--- src/rtl/lps_pkg.sv ---
// lps_pkg: shared constants, codes and types for the linear probe seen set.
// No dependencies; imported by linear_probe_seen_set.
`default_nettype none

package lps_pkg;

    localparam int TABLE_DEPTH = 64;
    localparam int SLOT_W      = 6;   // slot and slot_index field width
    localparam int KEY_W       = 64;
    localparam int CNT_W       = 7;   // fill count, table size, fill limit
    localparam int CFG_IDX_W   = 2;
    localparam int MOD_BITS    = 8;   // key bits folded into the remainder per cycle
    localparam int MOD_STEPS   = KEY_W / MOD_BITS;
    localparam int MOD_CNT_W   = $clog2(MOD_STEPS);

    localparam logic [CNT_W-1:0] TABLE_SIZE_RST = 7'd16;
    localparam logic [CNT_W-1:0] FILL_LIMIT_RST = 7'd12;
    localparam logic [CNT_W-1:0] DEPTH_CNT      = CNT_W'(TABLE_DEPTH);

    localparam logic [1:0] FUNC_CONTAINS = 2'd0;
    localparam logic [1:0] FUNC_ADD      = 2'd1;
    localparam logic [1:0] FUNC_REHASH   = 2'd2;

    localparam logic [1:0] ST_OK      = 2'd0;
    localparam logic [1:0] ST_DUP     = 2'd1;
    localparam logic [1:0] ST_FULL    = 2'd2;
    localparam logic [1:0] ST_NOT_OCC = 2'd3;

    localparam logic [CFG_IDX_W-1:0] CFG_TABLE_SIZE = 2'd0;
    localparam logic [CFG_IDX_W-1:0] CFG_FILL_LIMIT = 2'd1;

    typedef enum logic [2:0] {
        S_IDLE,
        S_REH_RD,
        S_REH_KEY,
        S_MOD,
        S_PROBE_RD,
        S_PROBE_CHK,
        S_FINISH,
        S_DONE
    } lps_state_t;

endpackage

`default_nettype wire

--- src/rtl/lps_ram.sv ---
// lps_ram: generic one-write, one-read RAM with registered read data.
// No dependencies.
`default_nettype none

module lps_ram #(
    parameter int WIDTH = 64,
    parameter int DEPTH = 64
) (
    input  wire logic                     clk,
    input  wire logic                     we,
    input  wire logic [$clog2(DEPTH)-1:0] waddr,
    input  wire logic [WIDTH-1:0]         wdata,
    input  wire logic [$clog2(DEPTH)-1:0] raddr,
    output logic      [WIDTH-1:0]         rdata
);

    logic [WIDTH-1:0] mem [DEPTH];

    always_ff @(posedge clk)
    begin
        if (we)
        begin
            mem[waddr] <= wdata;
        end
        rdata <= mem[raddr];
    end

endmodule

`default_nettype wire

--- src/rtl/linear_probe_seen_set.sv ---
// linear_probe_seen_set: contains/add take the key modulo, then probe 1 to table size slots;
// key zero, func 3 and a refused rehash go straight to the result. The key modulo runs in the
// shared remainder unit, a key byte at a time; each probe reads the key RAM, then checks the
// slot. One item in flight, next input taken once the result sits in the output register. Reset
// (async, rst_n low) marks all slots empty, clears the fill count and loads table size 16, fill
// limit 12; the key RAM is not cleared.
`default_nettype none

module linear_probe_seen_set
    import lps_pkg::*;
(
    input  wire logic                 clk,
    input  wire logic                 rst_n,
    // input channel
    input  wire logic                 in_valid,
    output logic                      in_stall,
    input  wire logic [1:0]           func,
    input  wire logic [KEY_W-1:0]     key,
    input  wire logic [SLOT_W-1:0]    slot_index,
    // result channel
    output logic                      out_valid,
    input  wire logic                 out_stall,
    output logic                      found,
    output logic [1:0]                status,
    output logic [SLOT_W-1:0]         slot,
    output logic [CNT_W-1:0]          fill_count,
    // configuration write channel
    input  wire logic                 cfg_valid,
    output logic                      cfg_ready,
    input  wire logic [CFG_IDX_W-1:0] cfg_index,
    input  wire logic [CNT_W-1:0]     cfg_data
);

    // ------------------------------------------------------------------
    // Control and configuration state
    // ------------------------------------------------------------------
    lps_state_t state_reg, state_next;

    logic [CNT_W-1:0]       table_size_reg;
    logic [CNT_W-1:0]       fill_limit_reg;
    logic [CNT_W-1:0]       occ_reg;
    logic [TABLE_DEPTH-1:0] full_reg;     // slot holds a live key
    logic [TABLE_DEPTH-1:0] tomb_reg;     // slot is a tombstone
    logic                   out_valid_reg;

    // Item under work
    logic [1:0]             func_reg;
    logic [KEY_W-1:0]       key_reg;
    logic [SLOT_W-1:0]      idx_reg;

    // Modulo unit
    logic [SLOT_W-1:0]      rem_reg;
    logic [MOD_CNT_W-1:0]   mod_cnt_reg;
    logic [SLOT_W-1:0]      mod_rem;

    // Probe sequencer
    logic [SLOT_W-1:0]      p_reg;
    logic [CNT_W-1:0]       probe_cnt_reg;
    logic                   hit_reg;
    logic [SLOT_W-1:0]      hit_slot_reg;
    logic                   free_vld_reg;
    logic [SLOT_W-1:0]      free_slot_reg;

    // Result staged for the output register
    logic                   res_found_reg;
    logic [1:0]             res_status_reg;
    logic [SLOT_W-1:0]      res_slot_reg;

    // Output register payload
    logic                   out_found_reg;
    logic [1:0]             out_status_reg;
    logic [SLOT_W-1:0]      out_slot_reg;
    logic [CNT_W-1:0]       out_fill_reg;

    // Key RAM
    logic                   ram_we;
    logic [SLOT_W-1:0]      ram_waddr;
    logic [SLOT_W-1:0]      ram_raddr;
    logic [KEY_W-1:0]       ram_rdata;

    // ------------------------------------------------------------------
    // Derived conditions
    // ------------------------------------------------------------------
    logic [CNT_W-1:0]  n_eff;
    logic              in_fire;
    logic              cfg_fire;
    logic              out_free;
    logic              reh_ok;
    logic              cur_full;
    logic              cur_empty;
    logic              cur_match;
    logic              probe_last;
    logic              probe_end;
    logic [SLOT_W-1:0] p_adv;
    logic              add_ok;

    // Out-of-range table sizes: zero acts as one slot, above depth saturates.
    always_comb
    begin
        if (table_size_reg == '0)
        begin
            n_eff = CNT_W'(1);
        end
        else if (table_size_reg > DEPTH_CNT)
        begin
            n_eff = DEPTH_CNT;
        end
        else
        begin
            n_eff = table_size_reg;
        end
    end

    assign in_fire  = in_valid && !in_stall;
    assign cfg_ready = 1'b1;   // writes must arrive only while idle (user's duty); cfg_ready is tied high
    assign cfg_fire = cfg_valid && cfg_ready;
    assign out_free = !out_valid_reg || !out_stall;

    // Rehash needs an in-range, occupied slot.
    assign reh_ok = ({1'b0, slot_index} < n_eff) && full_reg[slot_index];

    // One probe step: marks from flops, key from the RAM read issued last cycle.
    // A rehash re-add never matches; it only looks for the first free slot.
    assign cur_full   = full_reg[p_reg];
    assign cur_empty  = !full_reg[p_reg] && !tomb_reg[p_reg];
    assign cur_match  = cur_full && (func_reg != FUNC_REHASH) && (ram_rdata == key_reg);
    assign probe_last = (probe_cnt_reg + CNT_W'(1)) == n_eff;
    assign probe_end  = cur_empty || cur_match || probe_last;
    assign p_adv      = (({1'b0, p_reg} + CNT_W'(1)) == n_eff) ? '0 : p_reg + SLOT_W'(1);

    assign add_ok = !hit_reg && (occ_reg < fill_limit_reg) && free_vld_reg;

    // Shared remainder unit: folds one key byte, msb first, into key mod n.
    always_comb
    begin
        logic [MOD_BITS-1:0] kbyte;
        logic [CNT_W-1:0]    t;
        logic [SLOT_W-1:0]   r;
        kbyte = key_reg[{~mod_cnt_reg, 3'b000} +: MOD_BITS];
        r     = rem_reg;
        for (int j = 0; j < MOD_BITS; j++)
        begin
            t = {r, kbyte[MOD_BITS-1-j]};
            if (t >= n_eff)
            begin
                t = t - n_eff;
            end
            r = t[SLOT_W-1:0];
        end
        mod_rem = r;
    end

    // ------------------------------------------------------------------
    // Sequencer: next state
    // ------------------------------------------------------------------
    always_comb
    begin
        state_next = state_reg;
        case (state_reg)
            S_IDLE:
            begin
                if (in_fire)
                begin
                    case (func)
                        FUNC_CONTAINS, FUNC_ADD:
                            state_next = (key == '0) ? S_DONE : S_MOD;
                        FUNC_REHASH:
                            state_next = reh_ok ? S_REH_RD : S_DONE;
                        default:
                            state_next = S_DONE;
                    endcase
                end
            end
            S_REH_RD:    state_next = S_REH_KEY;
            S_REH_KEY:   state_next = S_MOD;
            S_MOD:
            begin
                if (mod_cnt_reg == MOD_CNT_W'(MOD_STEPS - 1))
                begin
                    state_next = S_PROBE_RD;
                end
            end
            S_PROBE_RD:  state_next = S_PROBE_CHK;
            S_PROBE_CHK: state_next = probe_end ? S_FINISH : S_PROBE_RD;
            S_FINISH:    state_next = S_DONE;
            S_DONE:
            begin
                if (out_free)
                begin
                    state_next = S_IDLE;
                end
            end
            default:     state_next = S_IDLE;
        endcase
    end

    // ------------------------------------------------------------------
    // Sequencer: outputs
    // ------------------------------------------------------------------
    always_comb
    begin
        in_stall  = (state_reg != S_IDLE);
        ram_raddr = (state_reg == S_REH_RD) ? idx_reg : p_reg;
        ram_waddr = free_slot_reg;
        ram_we    = (state_reg == S_FINISH) &&
                    ((func_reg == FUNC_REHASH) || ((func_reg == FUNC_ADD) && add_ok));
    end

    lps_ram #(
        .WIDTH (KEY_W),
        .DEPTH (TABLE_DEPTH)
    ) u_keys (
        .clk   (clk),
        .we    (ram_we),
        .waddr (ram_waddr),
        .wdata (key_reg),
        .raddr (ram_raddr),
        .rdata (ram_rdata)
    );

    // ------------------------------------------------------------------
    // Control registers
    // ------------------------------------------------------------------
    always_ff @(posedge clk or negedge rst_n)
    begin
        if (!rst_n)
        begin
            state_reg      <= S_IDLE;
            table_size_reg <= TABLE_SIZE_RST;
            fill_limit_reg <= FILL_LIMIT_RST;
            occ_reg        <= '0;
            full_reg       <= '0;
            tomb_reg       <= '0;
            out_valid_reg  <= 1'b0;
        end
        else
        begin
            state_reg <= state_next;

            if (cfg_fire)
            begin
                case (cfg_index)
                    CFG_TABLE_SIZE: table_size_reg <= cfg_data;
                    CFG_FILL_LIMIT: fill_limit_reg <= cfg_data;
                    default:        ;
                endcase
            end

            // tombstone the slot being rehashed
            if (state_reg == S_REH_RD)
            begin
                full_reg[idx_reg] <= 1'b0;
                tomb_reg[idx_reg] <= 1'b1;
                occ_reg           <= occ_reg - CNT_W'(1);
            end

            if (ram_we)
            begin
                full_reg[free_slot_reg] <= 1'b1;
                tomb_reg[free_slot_reg] <= 1'b0;
                occ_reg                 <= occ_reg + CNT_W'(1);
            end

            if ((state_reg == S_DONE) && out_free)
            begin
                out_valid_reg <= 1'b1;
            end
            else if (!out_stall)
            begin
                out_valid_reg <= 1'b0;
            end
        end
    end

    // ------------------------------------------------------------------
    // Datapath registers
    // ------------------------------------------------------------------
    always_ff @(posedge clk)
    begin
        case (state_reg)
            S_IDLE:
            begin
                if (in_fire)
                begin
                    func_reg       <= func;
                    key_reg        <= key;
                    idx_reg        <= slot_index;
                    rem_reg        <= '0;
                    mod_cnt_reg    <= '0;
                    res_found_reg  <= 1'b0;
                    res_slot_reg   <= '0;
                    res_status_reg <= ST_OK;
                    if ((func == FUNC_ADD) && (key == '0))
                    begin
                        res_status_reg <= ST_DUP;
                    end
                    else if ((func == FUNC_REHASH) && !reh_ok)
                    begin
                        res_status_reg <= ST_NOT_OCC;
                    end
                end
            end
            S_REH_KEY:
            begin
                key_reg <= ram_rdata;
            end
            S_MOD:
            begin
                rem_reg     <= mod_rem;
                mod_cnt_reg <= mod_cnt_reg + MOD_CNT_W'(1);
                if (mod_cnt_reg == MOD_CNT_W'(MOD_STEPS - 1))
                begin
                    p_reg         <= mod_rem;
                    probe_cnt_reg <= '0;
                    hit_reg       <= 1'b0;
                    free_vld_reg  <= 1'b0;
                end
            end
            S_PROBE_CHK:
            begin
                // first empty or tombstone slot from home, kept for an insert
                if (!free_vld_reg && !cur_full)
                begin
                    free_vld_reg  <= 1'b1;
                    free_slot_reg <= p_reg;
                end
                if (cur_match)
                begin
                    hit_reg      <= 1'b1;
                    hit_slot_reg <= p_reg;
                end
                p_reg         <= p_adv;
                probe_cnt_reg <= probe_cnt_reg + CNT_W'(1);
            end
            S_FINISH:
            begin
                case (func_reg)
                    FUNC_CONTAINS:
                    begin
                        res_found_reg <= hit_reg;
                        res_slot_reg  <= hit_reg ? hit_slot_reg : '0;
                    end
                    FUNC_ADD:
                    begin
                        if (hit_reg)
                        begin
                            res_status_reg <= ST_DUP;
                            res_slot_reg   <= hit_slot_reg;
                        end
                        else if (add_ok)
                        begin
                            res_slot_reg <= free_slot_reg;
                        end
                        else
                        begin
                            res_status_reg <= ST_FULL;
                        end
                    end
                    FUNC_REHASH:
                    begin
                        res_slot_reg <= free_slot_reg;
                    end
                    default: ;
                endcase
            end
            S_DONE:
            begin
                if (out_free)
                begin
                    out_found_reg  <= res_found_reg;
                    out_status_reg <= res_status_reg;
                    out_slot_reg   <= res_slot_reg;
                    out_fill_reg   <= occ_reg;
                end
            end
            default: ;
        endcase
    end

    assign out_valid  = out_valid_reg;
    assign found      = out_found_reg;
    assign status     = out_status_reg;
    assign slot       = out_slot_reg;
    assign fill_count = out_fill_reg;

    // ------------------------------------------------------------------
    // Assertions
    // ------------------------------------------------------------------
    // fill count tracks the live marks exactly
    a_fill_matches_marks: assert property (@(posedge clk) disable iff (!rst_n)
        $countones(full_reg) == occ_reg)
        else $error("fill count out of step with occupied marks");

    // a slot is never both live and tombstoned
    a_marks_disjoint: assert property (@(posedge clk) disable iff (!rst_n)
        (full_reg & tomb_reg) == '0)
        else $error("slot marked both occupied and tombstone");

    // probing stays inside the effective table
    a_probe_in_range: assert property (@(posedge clk) disable iff (!rst_n)
        (state_reg == S_PROBE_CHK) |-> ({1'b0, p_reg} < n_eff))
        else $error("probe pointer beyond table size");

    // a key write always lands on a free slot
    a_write_free_slot: assert property (@(posedge clk) disable iff (!rst_n)
        ram_we |-> (free_vld_reg && !full_reg[free_slot_reg]))
        else $error("key written over a live slot");

endmodule

`default_nettype wire
--- config.mk ---
export PLATFORM = sky130hd
export DESIGN_NAME = linear_probe_seen_set
export DESIGN_NICKNAME = d
export VERILOG_FILES = /design/src/rtl/lps_pkg.sv /design/src/rtl/lps_ram.sv /design/src/rtl/linear_probe_seen_set.sv
export SDC_FILE = /design/constraint.sdc
export NUM_CORES = 2
export LEC_CHECK = 0
export CORE_MARGIN = 5
export CORE_UTILIZATION = 50
export CTS_CLUSTER_DIAMETER = 100
export DETAILED_ROUTE_END_ITERATION = 8
export DONT_BUFFER_PORTS = 1
export PLACE_DENSITY = 0.75
export SETUP_SLACK_MARGIN = 0.15
export SYNTH_ARGS = -nofsm -noshare
export SYNTH_HDL_FRONTEND = slang
export SYNTH_SLANG_ARGS = --single-unit
--- constraint.sdc ---
create_clock -name clk -period 14.3 [get_ports clk]
set_input_delay 2.86 -clock clk [delete_from_list [all_inputs] [get_ports clk]]
set_output_delay 2.86 -clock clk [all_outputs]
set_load 0.005 [all_outputs]
# ---- Word-level counts from Yosys, hierarchy flattened
# Memory sizes are Yosys's and may differ from the RTL's. A register that Yosys moved wholly into a read port is not among the register bits.
# Cells that the tools add are included.
# Widths: inputs -> output; s select.
dict set report totals {
  memories 1
  out_inout_bits 19
  register_bits 286
  mem_bits_rw 4096
  wordCells 218
}
# name words word_bits rd rd_clocked_by_memory_dff wr line
set memory_table {}
lappend memory_table {u_keys.mem 64 64 1 1 1 lps_ram.sv:17} ;# logic [WIDTH-1:0] mem [DEPTH];
dict set report classes {
  reduce_logical 55
  muxes 70
  shifts 1
  magnitude_cmp 17
  n_eq_ne 28
  bitwise_logic 7
  add_sub_neg 14
}
# op n
set ops {}
lappend ops {{$mux 64} 5}
lappend ops {{$and 64x64->64} 2}
lappend ops {{$not 64->64} 2}
lappend ops {{$or 64x64->64} 2}
lappend ops {{$pmux 64 s2} 1}
lappend ops {{$mux 6} 15}
lappend ops {{$eq 64x64->1} 1}
lappend ops {{$logic_not 64->1} 1}
lappend ops {{$shiftx 64x7->8} 1}
lappend ops {{$ge 7x7->1} 8}
lappend ops {{$sub 6x6->6} 8}
lappend ops {{$pmux 6 s2} 3}
lappend ops {{$mux 7} 5}
lappend ops {{$lt 6x7->1 const B} 4}
lappend ops {{$pmux 3 s8} 1}
lappend ops {{$bmux 1 s6} 3}
lappend ops {{$mux 3} 6}
lappend ops {{$pmux 6 s3} 1}
lappend ops {{$reduce_and 2->1} 9}
lappend ops {{$eq 3x3->1 const B} 5}
lappend ops {{$logic_and 1x1->1} 15}
lappend ops {{$add 7x1->7 const B} 2}
lappend ops {{$eq 7x7->1} 2}
lappend ops {{$mux 1} 14}
lappend ops {{34 further kinds} 76}

# ---- Depth between registers and ports, before layout
dict set report depth {
  depth_word 21
  mapped_depth 65
}

# ---- Modules after synthesis
# From an unflattened synthesis, not the netlist that was laid out.
dict set report unflattened {
  cells_unflattened 8237
  hier_area_um2 174309.7
}
# mod cells_per_inst area_per_inst_um2 instances
set by_module_without_submodules {}
lappend by_module_without_submodules {lps_ram 6598 156331.2 1}
lappend by_module_without_submodules {linear_probe_seen_set 1639 17978.5 1}

# ---- Worst setup path after synthesis
# No wires, ideal clock.
dict set report synth_timing {
  path_type {flip-flop to flip-flop}
  start {reg key_reg[23]}
  end {reg p_reg[1], data pin}
  stages_incl_launch_ff 59
  t_required_ns 14.035
  t_arrival_ns 14.016
  slack_ns 0.019
  cell_sequence {edfxtp_1 mux4_2 mux2i_1 ha_1 nand2b_1 a21o_1 a211oi_1 o21ai_1 mux2_2 ha_1 a21o_1 a21oi_1 o31a_1 clkbuf_1 mux2_2 inv_1 ha_1 a21o_1 [... 23 more ...] o31ai_1 nand2_1 a22oi_1 ha_1 and3_1 a311o_1 o21ai_1 mux2i_1 ha_1 nor2b_1 o31ai_1 a21oi_1 a311o_1 a21o_1 clkbuf_1 inv_1 mux2i_1 o22ai_1}
}
dict set report synth_between {
  elab_chain_cells 19
  word_cells_on_any_way 27
}
# item line
set synth_lines {}
lappend synth_lines {{start: declaration} linear_probe_seen_set.sv:48} ;# logic [KEY_W-1:0] key_reg;
lappend synth_lines {{start signal: assignment} linear_probe_seen_set.sv:286} ;# key_reg <= key;
lappend synth_lines {{start signal: assignment} linear_probe_seen_set.sv:305} ;# key_reg <= ram_rdata;
lappend synth_lines {{$shiftx 64x7->8 *} linear_probe_seen_set.sv:139} ;# kbyte = key_reg[{~mod_cnt_reg, 3'b000} +: MOD_BITS];
lappend synth_lines {{$sub 6x6->6 / $ge 7x7->1 (equally long branches)} {linear_probe_seen_set.sv:146, linear_probe_seen_set.sv:144}}
lappend synth_lines {{$mux 6 *} linear_probe_seen_set.sv:144} ;# if (t >= n_eff)
lappend synth_lines {{$sub 6x6->6 / $ge 7x7->1 (equally long branches)} {linear_probe_seen_set.sv:146, linear_probe_seen_set.sv:144}}
lappend synth_lines {{$mux 6 *} linear_probe_seen_set.sv:144}
lappend synth_lines {{$sub 6x6->6 / $ge 7x7->1 (equally long branches)} {linear_probe_seen_set.sv:146, linear_probe_seen_set.sv:144}}
lappend synth_lines {{$mux 6 *} linear_probe_seen_set.sv:144}
lappend synth_lines {{$sub 6x6->6 / $ge 7x7->1 (equally long branches)} {linear_probe_seen_set.sv:146, linear_probe_seen_set.sv:144}}
lappend synth_lines {{[... 3 more ...]} --}
lappend synth_lines {{$sub 6x6->6 / $ge 7x7->1 (equally long branches)} {linear_probe_seen_set.sv:146, linear_probe_seen_set.sv:144}}
lappend synth_lines {{$mux 6 *} linear_probe_seen_set.sv:144}
lappend synth_lines {{$ge 7x7->1 / $sub 6x6->6 (equally long branches)} {linear_probe_seen_set.sv:144, linear_probe_seen_set.sv:146}}
lappend synth_lines {{$mux 6 *} linear_probe_seen_set.sv:144}
lappend synth_lines {{$sub 6x6->6 / $ge 7x7->1 (equally long branches)} {linear_probe_seen_set.sv:146, linear_probe_seen_set.sv:144}}
lappend synth_lines {{$mux 6 *} linear_probe_seen_set.sv:144}
lappend synth_lines {{$mux 6 *} linear_probe_seen_set.sv:311} ;# if (mod_cnt_reg == MOD_CNT_W'(MOD_STEPS - 1))
lappend synth_lines {{$pmux 6 s2 *} linear_probe_seen_set.sv:280} ;# case (state_reg)
lappend synth_lines {{end signal: assignment} linear_probe_seen_set.sv:313} ;# p_reg <= mod_rem;
lappend synth_lines {{end signal: assignment} linear_probe_seen_set.sv:332} ;# p_reg <= p_adv;
lappend synth_lines {{end: declaration} linear_probe_seen_set.sv:57} ;# logic [SLOT_W-1:0] p_reg;
# Every way passes the cells marked *; elsewhere a longest branch is shown, timed or not. The select of a mux whose other input is x is not followed.
# A chain may end at the register's enable or synchronous reset.

# ---- Final worst setup path
dict set report layout_timing {
  start {reg mod_cnt_reg[0]}
  end {reg p_reg[0], data pin}
}
dict set report layout_between {
  elab_chain_cells 20
  word_cells_on_any_way 28
}
# item line
set layout_lines {}
lappend layout_lines {{start: declaration} linear_probe_seen_set.sv:53} ;# logic [MOD_CNT_W-1:0] mod_cnt_reg;
lappend layout_lines {{start signal: assignment} linear_probe_seen_set.sv:310} ;# mod_cnt_reg <= mod_cnt_reg + MOD_CNT_W'(1);
lappend layout_lines {{$not 3->3 *} linear_probe_seen_set.sv:139}
lappend layout_lines {{$shiftx 64x7->8 *} linear_probe_seen_set.sv:139}
lappend layout_lines {{$sub 6x6->6 / $ge 7x7->1 (equally long branches)} {linear_probe_seen_set.sv:146, linear_probe_seen_set.sv:144}}
lappend layout_lines {{$mux 6} linear_probe_seen_set.sv:144}
lappend layout_lines {{$sub 6x6->6 / $ge 7x7->1 (equally long branches)} {linear_probe_seen_set.sv:146, linear_probe_seen_set.sv:144}}
lappend layout_lines {{$mux 6} linear_probe_seen_set.sv:144}
lappend layout_lines {{$sub 6x6->6 / $ge 7x7->1 (equally long branches)} {linear_probe_seen_set.sv:146, linear_probe_seen_set.sv:144}}
lappend layout_lines {{$mux 6} linear_probe_seen_set.sv:144}
lappend layout_lines {{[... 4 more ...]} --}
lappend layout_lines {{$sub 6x6->6 / $ge 7x7->1 (equally long branches)} {linear_probe_seen_set.sv:146, linear_probe_seen_set.sv:144}}
lappend layout_lines {{$mux 6} linear_probe_seen_set.sv:144}
lappend layout_lines {{$ge 7x7->1 / $sub 6x6->6 (equally long branches)} {linear_probe_seen_set.sv:144, linear_probe_seen_set.sv:146}}
lappend layout_lines {{$mux 6} linear_probe_seen_set.sv:144}
lappend layout_lines {{$ge 7x7->1} linear_probe_seen_set.sv:144}
lappend layout_lines {{$mux 6 *} linear_probe_seen_set.sv:144}
lappend layout_lines {{$mux 6 *} linear_probe_seen_set.sv:311}
lappend layout_lines {{$pmux 6 s2 *} linear_probe_seen_set.sv:280}
# Marks and branches as above.

==> metrics.cfg <==
[clock_tree]
cts_buffers=425
cts-root-buf=clkbuf_16
cts_tree=done
clk_path_buf_depth=4
postCtsHoldBufs=0
clk_pin_slew_ns=0.07
clk_latency_ns=1.01
h-tree-depth=5
clock_sinks=4446

[route]
drt_iter0_markers=17800
wl_um=518000
postRouteAntennaNets=0
drcViolationCount=0
dr_total_vias=93700
viasPerCell=6.98
drt_pass1_iterations=8
routedWlPerCell_um=38.6

[placed_design]
port_buffers=0
dp_hpwl_um=267000
finalWeightedCongestion=0.904

[synthesis]
synth_top_area_share_pct=73.5
syn_nets=8153
synth.most_common_cell=edfxtp_1
syn_avg_cell_area_um2=21.7
synth_edf_count=4229
ys_seq_area_share_pct=76.5
synthTopCellsByArea=edfxtp_1, mux4_2, dfrtp_1
yosys_warnings=0
synth_area_um2=173000
synthCells=7979
synth_top_area_cell=edfxtp_1
async_flop_share_pct=3.44
synthTopCellsByCount=edfxtp_1, mux4_2, a22oi_1
synth_cell_type_count=74
synthFlopType=edfxtp_1
ys_ff_latch=4446

[floorplanning]
die_y_um=598
num_io_pins=105
initial_utilization_pct=50.3
die_x_um=598
rows=215
core_area_um2=344000
die-area_um2=357000

[layout]
largest_reg_flops=4096
multi_input_area_um2=39200
fillCellCount=23800
syn2layout_area_growth_pct=12.8
regMostFlops=u_keys.mem
drive_gt1_share_pct=27.3
fin_nets=8594
seq_area_um2=132000

[setup_path]
worst_ep_required_time_ns=14.98
cp_data_arrival_time_ns=14.34
rr_worst_depth=62
path_max_fanout=6
critPathLaunchType=register
crit_top_cell=buf_4
cp_slowest_cell=mux4_2
critPathMaxStageDelay_ns=0.55
cp-end-kind=register
timing_worst_setup_path_type=register to register

[grt]
antenna_found_initial=62
grt_max_degree=154
grt_pass1_wl_um=717000
grt_usage_pct=28.6
grt_overflow=0
first_global_vias=92500

[timing]
max_slew_margin_pct=-21.2
finalSetupViolCount=0
rsz0062_at_grt=false
final-max-slew-violation-count=2
finalCritPeriodShare_pct=95.6
hold_violations=0
final.min_clock_period_ns=13.67
finalSetupTns_ns=0
max_slew.worst_pin.slew_ns=1.82
clock_skew_ns=0.0943
fmax_mhz=73.2

[status]
outcome=finished, violations left
failed_checks=max-capacitance violations, max-slew violations

[hold_path]
hold_path_class=register to register
min_path_cells=0

[job]
drv_cap=1

critical path, delay by kind of cell, from the launching register on:
kind            cells  cell delay [ns]
compound gates     33             6.92
buf+inv            10             1.43
fa+ha+maj           8             2.03
flops               1             0.44
mux                 5             1.59
simple gates        6             0.97
per-layer routing:
metal  vias up  part of all wire [%]  global-route usage (%)
met2      8814                    45                    42.1
li1      34900                     -                       -
met3      1784                    16                    10.2
met4        38                   6.8                    16.6
met1     48200                    33                    36.9
met5         -                 0.071                   0.241
through the flow:
stage	setup slack (ns)	utilization [%]	hold WS [ns]	cell area, µm²	std cells
after global routing	0.126	56.7	0.427	195000	13400
after global placement	-0.204	52.5	0.418	180000	12500
after CTS	0.162	56.6	0.422	194000	13300
after floorplan	0.211	-	0.400	173000	7979
final	0.635	56.7	0.429	195000	13400
after detailed placement	-0.304	52.5	0.406	180000	12500
cell usage in the layout (no fill, tap or decap), types with 100 or more instances in the layout:
master	count
clkbuf_16	429
mux4_2	1090
nand2_1	100
a22oi_1	267
nor2_1	194
clkbuf_1	105
dfrtp_1	150
a21oi_1	227
buf_4	438
a221oi_1	130
edfxtp_1	4229
a22o_1	130
logic make-up (layout without fill, tap and decap cells):
| kind of cell | count (synthesis) | count (layout) | synth area share, % |
|---|---|---|---|
| muxes | 1213 | 1213 | 15.0 |
| and+or+nand+nor | 555 | 555 | 1.48 |
| xor gates and xnor gates | 106 | 106 | 0.537 |
| AOI/OAI and AO/OA | 1081 | 1081 | 4.49 |
| adders and majority gates | 88 | 88 | 0.676 |
| DFF | 4446 | 4446 | 76.5 |
| buffers and inverters | 489 | 1291 | 1.38 |
| other | 1 | 87 | 0.00217 |
path summary, 6_finish.rpt:
kind                                     end         startpoint  slack (ns)
worst min register to register     status[1]  res_status_reg[1]        0.43
worst max-delay path                p_reg[0]     mod_cnt_reg[0]        0.63
worst min-delay path               status[1]  res_status_reg[1]        0.43
min in group asynchronous          out_valid              rst_n        1.54
max in group asynchronous       tomb_reg[16]              rst_n       12.45
worst max register to register      p_reg[0]     mod_cnt_reg[0]        0.63
area by class of cell:
type | count | area share (%)
antenna | 86 | 0.110
clock buffer | 564 | 5.92
clock inverter | 224 | 1.15
inverter | 48 | 0.0925
multi-input combinational | 3044 | 20.1
sequential | 4446 | 67.8
tap | 4557 | 2.93
timing repair buffer | 455 | 1.85
repair_timing:
action | 4_1_cts | 5_1_grt
pin swaps | 4 | 31
setup buffers | 3 | 9
setup endpoints to repair | 12 | 12
endpoints found under the hold margin | 0 | 0
gates cloned | 0 | 0
gates resized for setup | 13 | 59
Power is not shown: default switching activity piles up to over one toggle a cycle in this logic, so the estimate is an artifact.
